===== src/sv/fsa_pkg.sv =====
`timescale 1ns / 1ps
package fsa_pkg;
	localparam int unsigned NUM_W = 32;
	localparam int unsigned DEN_W = 31;
	localparam int unsigned PROD_W = 64;

	typedef enum logic [1:0] {
		ERR_OK    = 2'd0,
		ERR_ZERO  = 2'd1,
		ERR_RANGE = 2'd2
	} err_t;

	typedef struct packed {
		logic load;
		logic mul_lo;
		logic mul_hi;
		logic sum;
		logic gcd_start;
		logic div_start;
		logic commit;
	} fsa_cmd_t;

	typedef struct packed {
		logic gcd_done;
		logic div_done;
		logic zero_den;
	} fsa_sts_t;
endpackage


===== src/sv/fsa_ctrl.sv =====
`timescale 1ns / 1ps
module fsa_ctrl import fsa_pkg::*; (
	input  logic     clk,
	input  logic     arst_n,
	input  logic     in_fire,
	input  logic     out_free,
	input  fsa_sts_t sts,
	output fsa_cmd_t cmd,
	output logic     busy
);
	typedef enum logic [7:0] {
		S_IDLE = 8'b0000_0001,
		S_MLO  = 8'b0000_0010,
		S_MHI  = 8'b0000_0100,
		S_SUM  = 8'b0000_1000,
		S_GCD  = 8'b0001_0000,
		S_DIV  = 8'b0010_0000,
		S_OUT  = 8'b0100_0000,
		S_GST  = 8'b1000_0000
	} state_t;

	state_t state_q, state_d;

	always_ff @(posedge clk or negedge arst_n) begin
		if (!arst_n) state_q <= S_IDLE;
		else state_q <= state_d;
	end

	always_comb begin
		state_d = state_q;
		cmd = '0;
		unique case (state_q)
			S_IDLE: begin
				cmd.load = in_fire;
				if (in_fire) state_d = S_MLO;
			end
			S_MLO: begin
				if (sts.zero_den) state_d = S_OUT;
				else begin
					cmd.mul_lo = 1'b1;
					state_d = S_MHI;
				end
			end
			S_MHI: begin
				cmd.mul_hi = 1'b1;
				state_d = S_SUM;
			end
			S_SUM: begin
				cmd.sum = 1'b1;
				state_d = S_GST;
			end
			S_GST: begin
				cmd.gcd_start = 1'b1;
				state_d = S_GCD;
			end
			S_GCD: begin
				if (sts.gcd_done) begin
					cmd.div_start = 1'b1;
					state_d = S_DIV;
				end
			end
			S_DIV: begin
				if (sts.div_done) state_d = S_OUT;
			end
			S_OUT: begin
				if (out_free) begin
					cmd.commit = 1'b1;
					state_d = S_IDLE;
				end
			end
			default: state_d = S_IDLE;
		endcase
	end

	assign busy = (state_q != S_IDLE);

	a_onehot: assert property (@(posedge clk) disable iff (!arst_n) $onehot(state_q))
		else $error("state not one-hot");
	a_commit_idle: assert property (@(posedge clk) disable iff (!arst_n)
		cmd.commit |=> state_q == S_IDLE) else $error("commit did not return idle");
	a_load_idle: assert property (@(posedge clk) disable iff (!arst_n)
		cmd.load |-> !busy) else $error("load while busy");
endmodule


===== config.mk =====
export PLATFORM = sky130hd
export DESIGN_NAME = fsa_ctrl
export DESIGN_NICKNAME = d
export VERILOG_FILES = /design/src/sv/fsa_pkg.sv /design/src/sv/fsa_ctrl.sv
export SDC_FILE = /design/constraint.sdc
export NUM_CORES = 1
export LEC_CHECK = 0
export BUFFER_PORTS_ARGS = -buffer_cell sky130_fd_sc_hd__buf_4
export CORE_AREA = 4 4 41 43
export DETAILED_ROUTE_END_ITERATION = 8
export DIE_AREA = 0 0 45 47
export GPL_TIMING_DRIVEN = 0
export HOLD_SLACK_MARGIN = 0.15
export SYNTH_ARGS = -nofsm -noshare
export SYNTH_HDL_FRONTEND = slang
export SYNTH_SLANG_ARGS = --single-unit

===== constraint.sdc =====
create_clock -name clk -period 4.4 [get_ports clk]
set_input_delay 0.66 -clock clk [delete_from_list [all_inputs] [get_ports clk]]
set_output_delay 0.66 -clock clk [all_outputs]
set_load 0.05 [all_outputs]

==> results of run 1 <==
-- routing by layer --
metal,global-route usage,share of wire
met5,0,0
met4,0.123,0.043
met3,0.0268,0.063
met2,0.172,0.40
met1,0.160,0.49
-- through the flow --
step           setup slack, ns   util  std cells
2_1_floorplan             1.32      -         62
3_3_place_gp              1.80  0.498         91
3_5_place_dp              1.82  0.498         91
4_1_cts                   1.52  0.518         95
5_1_grt                   1.40  0.518         95
6_report                  1.53  0.518         95
-- area by class of cell --
type,instances,area [um2]
repair buffers,14,105
clock buffers,4,26.3
multi-input cells,45,285
well taps,15,18.8
plain buffers,4,18.8
fillers,137,627
inverters,5,18.8
flip-flops and latches,8,201
-- power by group --
group | switching [W] | total, W | internal, W
Combinational | 0.000113 | 0.000185 | 0.0000724
Sequential | 0.0000117 | 0.000101 | 0.0000889
Clock | 0.0000269 | 0.0000617 | 0.0000348
-- synthesized netlist by cell type, drive strengths merged, types with 2 or more instances --
library cell | n | area share
clkbuf | 3 | 0.021
dfrtp | 7 | 0.33
inv | 5 | 0.036
nand2 | 3 | 0.021
nand2b | 2 | 0.024
nor2 | 8 | 0.072
nor2b | 2 | 0.024
nor3 | 3 | 0.029
nor4 | 5 | 0.072
o21ai | 4 | 0.038
or4 | 2 | 0.043
-- worst paths after layout --
check / from / end / slack (ns) / cells past startpoint
setup / recovery: state_q[3] / cmd[5] / 1.53 / 5
hold / removal: arst_n / state_q[3] / 0.21 / 1
setup reg to reg: state_q[3] / state_q[6] / 2.43 / 5
hold reg to reg: state_q[3] / state_q[3] / 0.58 / 1
max in group asynchronous: arst_n / state_q[0] / 3.98 / 1
min in group clk: sts[0] / state_q[2] / 0.57 / 2
-- kinds of logic after synthesis --
family | share of synthesized area
AOI/OAI and AO/OA | 0.184
and+or+nand+nor | 0.344
DFF | 0.384
buffers and inverters | 0.0716
xor gates and xnor gates | 0.0167
-- worst max-delay path: cells and delay by family, from the launching register on --
| family | cells | cell delay [ns] |
|---|---|---|
| flops | 1 | 0.45 |
| buf+inv | 2 | 0.29 |
| simple gates | 3 | 1.20 |
==> results by stage, run 1 <==
Run status:
- The flow ran to the end, and the final reports show no timing, DRC or antenna violations.

Detailed routing:
- The routed design has 1110 um of wire.
- After detailed routing, the number of remaining DRC violations is 0.
- In the routed layout, each cell is associated on average with a via count of 5.25.
- The routed layout has 499 vias.
- The post-detailed-route wirelength per cell is 11.7 um.
- The starting DRC count in detailed routing is 14.
- The remaining antenna violation count is 0.
- The length of the first detailed-routing pass in iterations is 4.

Critical path:
- Of all nets on the critical path, the largest fanout is 7.
- The critical path in this run is classified as register to primary output.
- By instance count, the cell type seen most on the critical path is sky130_fd_sc_hd__buf_4.
- The critical path startpoint category is a register.
- The endpoint kind of the worst setup timing path is a primary output.
- STA puts the critical path data arrival time at 2.21 ns.
- Walking the worst path, the cells encountered are or4_4, nor4_1, nor2b_1, buf_4, buf_4.
- The largest individual stage delay along the critical path comes from the cell sky130_fd_sc_hd__or4_4.
- The endpoint required time on the critical path is 3.74 ns.
- The delay contributed by the slowest stage of the critical path is 0.58 ns.

Min path:
- The worst min-delay path class is input pin to asynchronous set/reset pin.

Floorplan:
- Measured along the x axis, the die boundary spans 45 um.
- Row generation in the floorplan step produced 13 rows.
- The chip height is 47 um.
- The area of the die is 2120 um2.
- The starting density of the core is 0.403.
- The floorplan core area is 1300 um2.
- For this design the top-level I/O count stands at 15.

Synth:
- The leading register cell type out of synthesis is sky130_fd_sc_hd__dfrtp_1.
- The portion of the post-synthesis area used by sequential elements is 0.384.
- The number of nets in the synthesized netlist is 69.
- Synthesis handed over a netlist of 62 instances.
- The number of synthesized register bits is 8.
- The average instance area after synthesis is 8.46 um2.
- The count of flip-flops with a built-in enable after synthesis is 0.
- The fraction of registers with async set/reset is 1.00.
- The number of warnings printed during yosys synthesis is 0.
- The netlist area before placement is 524 um2.
- After synthesis, the netlist uses 32 different library cells.

Timing:
- The actual slew at the worst max-slew pin is 0.511 ns.
- The max-slew violation count is 0.
- The setup-violating endpoint count in the final report is 0.
- The post-route minimum period is 2.87 ns.
- The final hold violation count is 0.
- The portion of the clock cycle consumed by the worst path in the final layout is 0.651.
- In this run the tightest slew margin relative to its limit is 0.657.
- Setup repair after global routing left no endpoint under its margin.
- The maximum clock frequency is 0.349 GHz.
- The tightest hold path in the finished design has a slack of 0.206 ns.
- The setup skew after layout is 0.00594 ns.
- Summed over all failing endpoints, the final setup total negative slack is 0 ns.

Layout:
- The number of antenna repair diodes is 0.
- Leaving out fill and tap cells, the most frequent cell in the layout is sky130_fd_sc_hd__buf_4.
- In the final layout, the registers with the most flip-flops are state_q (8).
- The cell area after layout is 674 um2.
- The register bank with the most flops is state_q.
- At the end of the flow, the number of nets in the layout was 88.
- The flip-flop count of the largest register, all copies and words added is 8.
- Of the cells placed in the final design, the portion with a size suffix greater than 1 is 0.300.
- The layout-stage area growth over the synthesis result is 28.6%.
- In the layout the commonest cells are sky130_fd_sc_hd__buf_4 (15), sky130_fd_sc_hd__nor2_1 (7), sky130_fd_sc_hd__dfrtp_1 (7), sky130_fd_sc_hd__inv_1 (5).

Power and ir drop:
- For this design the ratio of total power to cell area is 515 nW/um2.
- The design draws 0.000347 W.
- For this design the static power due to leakage is 0.308 nW.
- The worst ir drop on vdd is 0.211 mV.

GRT:
- Global routing finished with a remaining overflow of 0.
- The via count of the first global-routing pass came to 444.
- The first global-routing pass estimated 1820 um of wire.
- The largest net degree at the start of global routing is 11.
- The initial antenna violation count is 0.
- The global-route usage over all layers is 0.126.

Clock tree:
- The number of setup buffers added after CTS is 0.
- The clock tree from TritonCTS is built.
- TritonCTS created 3 clock buffers.
- The clock latency at the later pin of the worst-skew pair is 0.26 ns.
- The cell chosen for the clock root is sky130_fd_sc_hd__clkbuf_4.
- Hold repair after CTS inserted 0 buffers.
- CTS built an H-tree with a depth of 1.
- The number of resized instances in the post-cts repair step is 0.
- The clock passes through at most 2 buffers.
- The clock transition at the register clock pins on the worst setup and hold paths after CTS is 0.06 ns.
- CTS saw 8 sinks.

Placement:
- The global placer's final weighted congestion is 0.708.
- Once placement finished, the instance area stood at 648 um2.
- The number of buffer cells added on primary ports is 14.
- The detailed placement HPWL is 857 um.

Run:
- Across the run, the number of max-cap violations was 0.
Note: power is estimated with default switching activity, not from simulation.
==> run 2, diff against run 1 <==
--- a/config.mk
+++ b/config.mk
@@ -11,6 +11,7 @@
 export DIE_AREA = 0 0 45 47
 export GPL_TIMING_DRIVEN = 0
 export HOLD_SLACK_MARGIN = 0.15
+export PLACE_DENSITY = 0.66
 export SYNTH_ARGS = -nofsm -noshare
 export SYNTH_HDL_FRONTEND = slang
 export SYNTH_SLANG_ARGS = --single-unit
==> constraint.sdc (replaced) <==
create_clock -name clk -period 2.6 [get_ports clk]
set_input_delay 0.39 -clock clk [delete_from_list [all_inputs] [get_ports clk]]
set_output_delay 0.39 -clock clk [all_outputs]
set_load 0.05 [all_outputs]
==> run 2 against run 1 <==
Effect of this change:
- largest power group unchanged
- clock-buffer cell count is the same
- sequential cell count is the same
- global-route usage grew 0.56 points
- critical endpoint is now cmd[6]
==> results by stage, run 2 (synthesis gave the netlist of run 1 again) <==
Run status:
- Status: completed (unchanged).

Layout:
- The number of inserted filler cells in the final layout is 135 (was 137).
- Largest registers: state_q (8) (unchanged).
- The layout-stage area growth over the synthesis result is 37.0% (was 28.6%).
- Commonest cells after routing, fill and taps aside: sky130_fd_sc_hd__buf_4 (14), sky130_fd_sc_hd__nor2_1 (6), sky130_fd_sc_hd__dfrtp_1 (6), sky130_fd_sc_hd__inv_1 (5) (was sky130_fd_sc_hd__buf_4 (15), sky130_fd_sc_hd__nor2_1 (7), sky130_fd_sc_hd__dfrtp_1 (7), sky130_fd_sc_hd__inv_1 (5)).
- The number of antenna repair diodes is 0 (unchanged).
- The fraction of layout instances using a drive strength above 1 is 0.350 (was 0.300).
- The register bank with the most flops was state_q (unchanged).
- The most common library cell in the layout ignoring fill and taps is sky130_fd_sc_hd__buf_4 (unchanged).
- The number of nets in the layout is 88 (unchanged).
- The flip-flop count of the largest register, all copies and words added came to 8 (unchanged).
- The area occupied by registers was 203 um2 (was 201 um2).
- The area of combinational cells with multiple inputs is 318 um2 (was 285 um2).

Detailed routing:
- The length of the first detailed-routing pass in iterations came to 3 (was 4).
- The top metal layer carrying routed signals is met4 (unchanged).
- The via count is 511 (was 499).
- The starting DRC count in detailed routing is 2 (was 14).
- The wire length on met3 is 55 um (was 70 um).
- The ratio of routed vias to standard cells is 5.38 (was 5.25).
- The detailed-route wire length on metal 1 came to 529 um (was 548 um).
- The length of routed met2 wiring was 571 um (was 445 um).
- The post-detailed-route wirelength per cell was 12.4 um (was 11.7 um).
- The remaining antenna violation count is 0 (unchanged).
- The routed wire length came to 1180 um (was 1110 um).
- The post-detailed-route DRC marker count is 0 (unchanged).

Clock tree:
- The number of levels in the clock H-tree is 1 (unchanged).
- The number of sinks on the clock net is 8 (unchanged).
- The total CTS buffers was 3 (unchanged).
- The clock tree buffer depth is 2 (unchanged).
- The clock tree from TritonCTS is built (unchanged).
- The cell chosen for the clock root is sky130_fd_sc_hd__clkbuf_4 (unchanged).
- The clock latency at the later pin of the worst-skew pair is 0.27 ns (was 0.26 ns).
- The clock transition at the register clock pins on the worst setup and hold paths after CTS was 0.07 ns (was 0.06 ns).

Floorplan:
- The top-level I/O count is 15 (unchanged).
- The cell row count was 13 (unchanged).
- The die outline width came to 45 um (unchanged).
- The area of the die is 2120 um2 (unchanged).
- The floorplan core area is 1300 um2 (unchanged).
- The starting density of the core is 0.403 (unchanged).
- The chip height is 47 um (unchanged).

Critical path:
- The critical path startpoint category is a register (unchanged).
- The cell depth of the worst flop-to-flop path is 5 (unchanged).
- The register-to-register path setup slack is 0.61 ns (was 2.43 ns).
- The endpoint kind of the worst setup timing path is a primary output (unchanged).
- The critical path data arrival time is 2.16 ns (was 2.21 ns).
- The source of the worst register-to-register timing path is state_q[3] (unchanged).
- The critical setup path kind is register to primary output (unchanged).
- The endpoint required time on the critical path is 2.21 ns (was 3.74 ns).
- The end of the worst register-to-register path was state_q[6] (unchanged).
- The biggest fanout along the worst timing path is 7 (unchanged).

Placement:
- The detailed placement HPWL is 897 um (was 857 um).
- The minimum setup slack after placement is 0.317 ns (was 1.82 ns).
- The number of buffer cells added on primary ports was 14 (unchanged).
- The global placer's final weighted congestion is 0.684 (was 0.708).

Min path:
- The end point of the worst hold path is state_q[2].
- The launch point of the worst hold path is sts[0].
- Counting instances, the worst hold path has a depth of 2.
- The worst min-delay path class was input pin to register (was input pin to asynchronous set/reset pin).

GRT:
- The global-route usage over all layers was 0.131 (was 0.126).
- The wire length of the first global-routing pass was 1980 um (was 1820 um).
- The total congestion overflow is 0 (unchanged).
- The via count of the first global-routing pass is 460 (was 444).
- The initial antenna violation count is 0 (unchanged).
- The largest net degree at the start of global routing is 11 (unchanged).

Timing:
- The setup skew after layout is 0.0118 ns (was 0.00594 ns).
- The final hold violation count is 0 (unchanged).
- The final worst setup slack is 0.0461 ns (was 1.53 ns).
- The worst slew margin relative to its limit is 0.618 (was 0.657).
- The final-layout worst hold slack came to 0.289 ns (was 0.206 ns).
- The setup-violating endpoint count in the final report is 0 (unchanged).
- The maximum clock frequency is 0.392 GHz.
- The actual slew at the worst max-slew pin came to 0.573 ns (was 0.511 ns).
- The max-slew violation count was 0 (unchanged).
- After layout, the minimum clock period comes to 2.55 ns.
- The portion of the clock cycle consumed by the worst path in the final layout is 0.982.

Power and ir drop:
- The leakage power came to 0.315 nW (was 0.308 nW).
- The power density over cell area is 868 nW/um2 (was 515 nW/um2).
- The worst ir drop on vdd came to 0.379 mV (was 0.211 mV).

Run:
- The total of max-cap violations is 0 (unchanged).
[run 2: cell count changes in the layout (fill, tap and decap cells not counted), sizes merged]
cell	change
dlygate4sd3	+1
clkbuf	-1
[run 2: worst max-delay path by stage]
stage | start | endpoint | slack [ns] | cells past startpoint
after floorplan | state_q[3] | cmd[2] | 0.08 | 2
after global placement | state_q[3] | cmd[5] | 0.32 | 5
after detailed placement | state_q[3] | cmd[5] | 0.32 | 5
after CTS | state_q[3] | cmd[5] | 0.005 | 5
after global routing | state_q[3] | cmd[6] | -0.003 | 4
final | state_q[3] | cmd[6] | 0.05 | 4
[run 2: report_power, final]
part / switching, W / internal [W]
Sequential: 0.0000232 / 0.000150
Combinational: 0.000201 / 0.000136
Clock: 0.0000533 / 0.0000592
Total: 0.000278 / 0.000346
[run 2: final cells by class]
type	instances	share of cell area
Buffer	3	0.0209
Tap cell	15	0.0261
Inverter	5	0.0261
Sequential cell	8	0.282
Clock buffer	4	0.0366
Multi-Input combinational cell	45	0.443
Timing Repair Buffer	15	0.166
[run 2: worst max-delay path, cell delays in order (launching register included)]
cell	delay, ns
sky130_fd_sc_hd__dfrtp_2	0.47
sky130_fd_sc_hd__or4_4	0.59
sky130_fd_sc_hd__or4_4	0.54
sky130_fd_sc_hd__nor2_2	0.12
sky130_fd_sc_hd__buf_6	0.17
[run 2: per-stage QoR]
step	TNS (ns)	std cells	utilization	total power (W)	area [um2]
4_1_cts	0	96	0.533	0.000605	693
6_report	0	95	0.552	0.000623	718
3_5_place_dp	0	91	0.505	0.000490	657
2_1_floorplan	0	62	-	0.000418	533
3_3_place_gp	0	91	0.505	0.000486	657
5_1_grt	-0.00344	95	0.552	0.000662	718
[run 2: repair_timing]
| action | 4_1_cts | 5_1_grt |
|---|---|---|
| hold buffers | 1 | 0 |
| gates resized for setup | 0 | 5 |
| setup endpoints to repair | 0 | 3 |
| buffers inserted | 0 | 0 |
| endpoints found under the hold margin | 8 | 0 |
[run 2: layer usage]
| layer | track usage | up-vias |
|---|---|---|
| met2 | 0.218 | 11 |
| met5 | 0 | - |
| met1 | 0.163 | 238 |
| met3 | 0.0230 | 2 |
| met4 | 0.0702 | 0 |
| li1 | - | 260 |
